--- src/design/mat3inv_pkg.sv ---
`default_nettype none
package mat3inv_pkg;

  // Default element format is signed Q15.16.
  localparam int ELEM_WIDTH_DEF = 32;
  localparam int FRAC_BITS_DEF  = 16;

  // Depth of the queue between the cofactor front end and the divider back end.
  localparam int QUEUE_DEPTH = 4;

  // Elements are numbered row * 3 + column.
  localparam int NUM_ELEMS = 9;
  localparam int NUM_PRODS = 18;

  // Cofactor j is the product pair (2j) minus (2j+1). Rows of the inverse are
  // the cross products b x c, c x a and a x b of the columns a, b, c.
  localparam int MUL_X [NUM_PRODS] = '{4, 7, 7, 1, 1, 4, 5, 8, 8,
                                       2, 2, 5, 3, 6, 6, 0, 0, 3};
  localparam int MUL_Y [NUM_PRODS] = '{8, 5, 2, 8, 5, 2, 6, 3, 0,
                                       6, 3, 0, 7, 4, 1, 7, 4, 1};

  // The determinant is row 2 of the adjugate dotted with column 2.
  localparam int DET_ELEM [3] = '{2, 5, 8};
  localparam int DET_COF_BASE = 6;

endpackage
`default_nettype wire

--- src/design/mat3inv_queue.sv ---
`default_nettype none
module mat3inv_queue #(
  parameter int WIDTH = 8,
  parameter int DEPTH = mat3inv_pkg::QUEUE_DEPTH
) (
  input  logic             clk,
  input  logic             rst,
  input  logic             push,
  output logic             full,
  input  logic [WIDTH-1:0] din,
  input  logic             pop,
  output logic             empty,
  output logic [WIDTH-1:0] dout
);
  localparam int AW   = (DEPTH > 1) ? $clog2(DEPTH) : 1;
  localparam int CNTW = $clog2(DEPTH + 1);

  logic [WIDTH-1:0] mem [DEPTH];
  logic [AW-1:0]    wptr;
  logic [AW-1:0]    rptr;
  logic [CNTW-1:0]  count;
  logic             do_push;
  logic             do_pop;

  assign full    = (count == CNTW'(DEPTH));
  assign empty   = (count == '0);
  assign do_push = push && !full;
  assign do_pop  = pop && !empty;
  assign dout    = mem[rptr];

  always_ff @(posedge clk) begin
    if (do_push) begin
      mem[wptr] <= din;
    end
  end

  always_ff @(posedge clk) begin
    if (rst) begin
      wptr  <= '0;
      rptr  <= '0;
      count <= '0;
    end else begin
      if (do_push) begin
        wptr <= (wptr == AW'(DEPTH - 1)) ? '0 : wptr + 1'b1;
      end
      if (do_pop) begin
        rptr <= (rptr == AW'(DEPTH - 1)) ? '0 : rptr + 1'b1;
      end
      if (do_push && !do_pop) begin
        count <= count + 1'b1;
      end else if (do_pop && !do_push) begin
        count <= count - 1'b1;
      end
    end
  end

endmodule
`default_nettype wire

--- config.mk ---
export PLATFORM = sky130hd
export DESIGN_NAME = mat3inv_queue
export DESIGN_NICKNAME = d
export VERILOG_FILES = /design/src/design/mat3inv_pkg.sv /design/src/design/mat3inv_queue.sv
export SDC_FILE = /design/constraint.sdc
export NUM_CORES = 1
export LEC_CHECK = 0
export BUFFER_PORTS_ARGS = -buffer_cell sky130_fd_sc_hd__buf_2
export CAP_MARGIN = 30
export CORE_UTILIZATION = 54
export DETAILED_ROUTE_END_ITERATION = 10
export GPL_TIMING_DRIVEN = 0
export PLACE_DENSITY = 0.78
export SLEW_MARGIN = 10
export SYNTH_ARGS = -nofsm -noshare
export SYNTH_HDL_FRONTEND = slang
export SYNTH_SLANG_ARGS = --single-unit
export TNS_END_PERCENT = 5
--- constraint.sdc ---
create_clock -name clk -period 5.11 [get_ports clk]
set_clock_uncertainty 0.1 [all_clocks]
set_input_delay 0.2555 -clock clk [delete_from_list [all_inputs] [get_ports clk]]
set_output_delay 0.2555 -clock clk [all_outputs]
set_load 0.05 [all_outputs]
==> impl_results.md <==
- Largest net degree at the start of global routing: 15
- WP data required: 5.30 ns
- Clk pin slew, worst setup/hold paths: 0.13 ns
- Top sig layer: met4
- Fillers: 187
- Vias in the first global route: 844
- Synth area leader: edfxtp_1
- Post-CTS setup buffers: 0
- Final Total Pwr: 978 uW
- Setup TNS: 0 ns
- Via count: 882
- Warnings, synthesis: 0
- CP startpoint kind: register
- Shortest period the worst path allows: 2.46 ns
- Max IR drop VDD: 0.336 mV
- Fraction of layout cells with a size suffix above 1: 0.376
- Clock root cell: clkbuf_4
- EDFF count, synth: 32
- Max Buffers Root-to-Sink: 2
- Commonest cells in the netlist: edfxtp_1, dfxtp_1, mux4_2
- H-tree levels: 2
- Core Region: 2830 sq um
- Leak pwr: 0.718 nW
- Setup Crit Path Kind: reg -> reg
- CTS buffer count: 5
- Arr. time, crit path: 2.65 ns
- Relative max-transition margin: 0.688
- Outcome: complete, but fails checks
- # diodes: 0
- Fin. Hold Viols: 0
- Met2 routed WL: 1.33 mm
- Initial antenna violation count: 0
- Rows: 19
- I/O Buffers: 20
- Max-cap violations: 0
- Final #Nets: 143
- Met3 Wirelength: 111 um
- Final routed DRC violation total: 4
- Slew Viols, Final: 0
- Min-delay worst type: in -> reg
- CTS tree: yes
- Die Area: 3270 sq um
- Min-delay src: din[2]
- Cell Pwr Density: 510 nW/um^2
- Drt first pass iters: 7
- Multi-input logic area: 457 sq um
- # setup viols final: 0
- Crit-path max FO: 7
- Worst skew pair latency: 0.35 ns
- Setup ws final: 2.65 ns
- Worst Setup End Kind: register
- Gr ovfl total: 0
- Critical Path Start: count[0]
- Synth area leaders: edfxtp_1, dfxtp_1, mux4_2
- Height of the die: 57.2 um
- Die Width: 57.2 um
- Clock Sinks: 41
- P&R area growth vs syn: 16.6%
- Antenna-violating nets left: 0
- WL final: 2.45 mm
- Post-place setup slack: 2.68 ns
- Worst r2r src: count[0]
- Failing checks: design-rule violations
- RSZ-0062 raised after global routing: no
- IO Count: 22
- Starting DRC count in detailed routing: 25
- FF+latch count, synth: 41
- Avg Vias per Cell: 5.65
- First-pass GRT wire length: 3.97 mm
- Yosys top cell area share: 0.584
- Per-cell routed wire length: 15.7 um
- Synth async-reset ratio: 0
- Overall global routing resource usage: 0.174
- Tightest Pin Transition: 0.467 ns
- Min Hold Slack: 0.0177 ns
- Post-synthesis sequential area ratio: 0.694
- M1 WL: 970 um
- GP Congestion: 0.659
- Avg Cell Area, Syn: 17.9 sq um
- Period utilization: 0.481
- HPWL Detailed: 1.67 mm
- Initial Utilization: 0.582
- Syn_nets: 111
- Post-synthesis cell area: 1650 sq um
- Max frequency: 407 MHz
- Most common cell in the synthesized netlist: edfxtp_1
- Top_reg_cell synth: edfxtp_1
- Seq. cell area: 1140 sq um
- Post-Syn Instances: 92
- Post-synth cell types: 26
==> worst paths after layout <==
kind / to / slack [ns] / cells past startpoint
min reg2reg: register / 0.40 / 2
min: mem[1][2] / 0.02 / 1
max: count[2] / 2.65 / 10
max reg2reg: count[2] / 2.65 / 10
==> registers in the layout, indices dropped and copies added (netlist names), named ones only <==
name / count
wptr: 2
mem: 32
count: 3
rptr: 2
==> per-layer routing <==
layer,up-vias,global-route usage
met4,0,0.0697
met2,22,0.289
met1,429,0.196
met5,-,0
li1,425,-
met3,6,0.0794
==> stage by stage <==
step | cells | utilization | instance area [sq um]
floorplan | 92 | - | 1650
global placement | 143 | 0.631 | 1780
detailed placement | 143 | 0.631 | 1780
CTS | 152 | 0.664 | 1880
global route | 156 | 0.678 | 1920
finish | 156 | 0.678 | 1920
==> report_power, final <==
group | switching, mW | internal (mW) | leakage, nW
combinational | 0.218 | 0.117 | 0.309
sequential | 0.0235 | 0.406 | 0.367
clock | 0.109 | 0.104 | 0.0414
==> worst max-delay path, stage by stage (launching register included) <==
cell and delay (ns):
dfxtp_1 0.47, or3b_1 0.17, buf_6 0.12, clkinv_4 0.05, nor2_2 0.11, ha_1 0.20, inv_1 0.06, fa_1 0.37
xor2_1 0.16, or3_2 0.42, a21oi_1 0.16
==> cell type report <==
type,count,area share
flip-flops and latches,41,0.595
inverters,5,0.0124
multi-input cells,42,0.238
plain buffers,4,0.0124
clock inverters,3,0.0241
well taps,31,0.0202
clock buffers,5,0.0196
repair buffers,25,0.0783
==> layout by cell type (no fill, tap or decap), types with 2 or more instances in the layout <==
| cell type | n |
|---|---|
| buf_2 | 21 |
| dfxtp_1 | 9 |
| mux2i_1 | 2 |
| inv_1 | 4 |
| nand3_1 | 2 |
| mux4_2 | 8 |
| o31ai_2 | 2 |
| nor2_1 | 3 |
| nor3_1 | 2 |
| dlygate4sd3_1 | 5 |
| a21oi_1 | 3 |
| edfxtp_1 | 32 |
| clkbuf_4 | 5 |
| xor2_1 | 2 |
| clkinv_4 | 2 |
| and3_2 | 4 |
| ha_1 | 6 |
==> cells by family (layout without fill, tap and decap cells) <==
| kind of cell | after synthesis | in the layout | share of synthesized area |
|---|---|---|---|
| compound gates | 7 | 7 | 0.0304 |
| xor+xnor | 2 | 2 | 0.0106 |
| fa+ha+maj | 7 | 7 | 0.0578 |
| buf+inv | 9 | 42 | 0.0289 |
| flops | 41 | 41 | 0.694 |
| mux | 10 | 10 | 0.122 |
| simple gates | 16 | 16 | 0.0570 |
==> repair_timing <==
| item | CTS | global route |
|---|---|---|
| hold buffers | 1 | 4 |
| endpoints found under the setup margin | 0 | 0 |
| hold endpoints to repair | 2 | 12 |
| gates resized for setup | 0 | 0 |
Note: power is estimated with default switching activity, not from simulation.
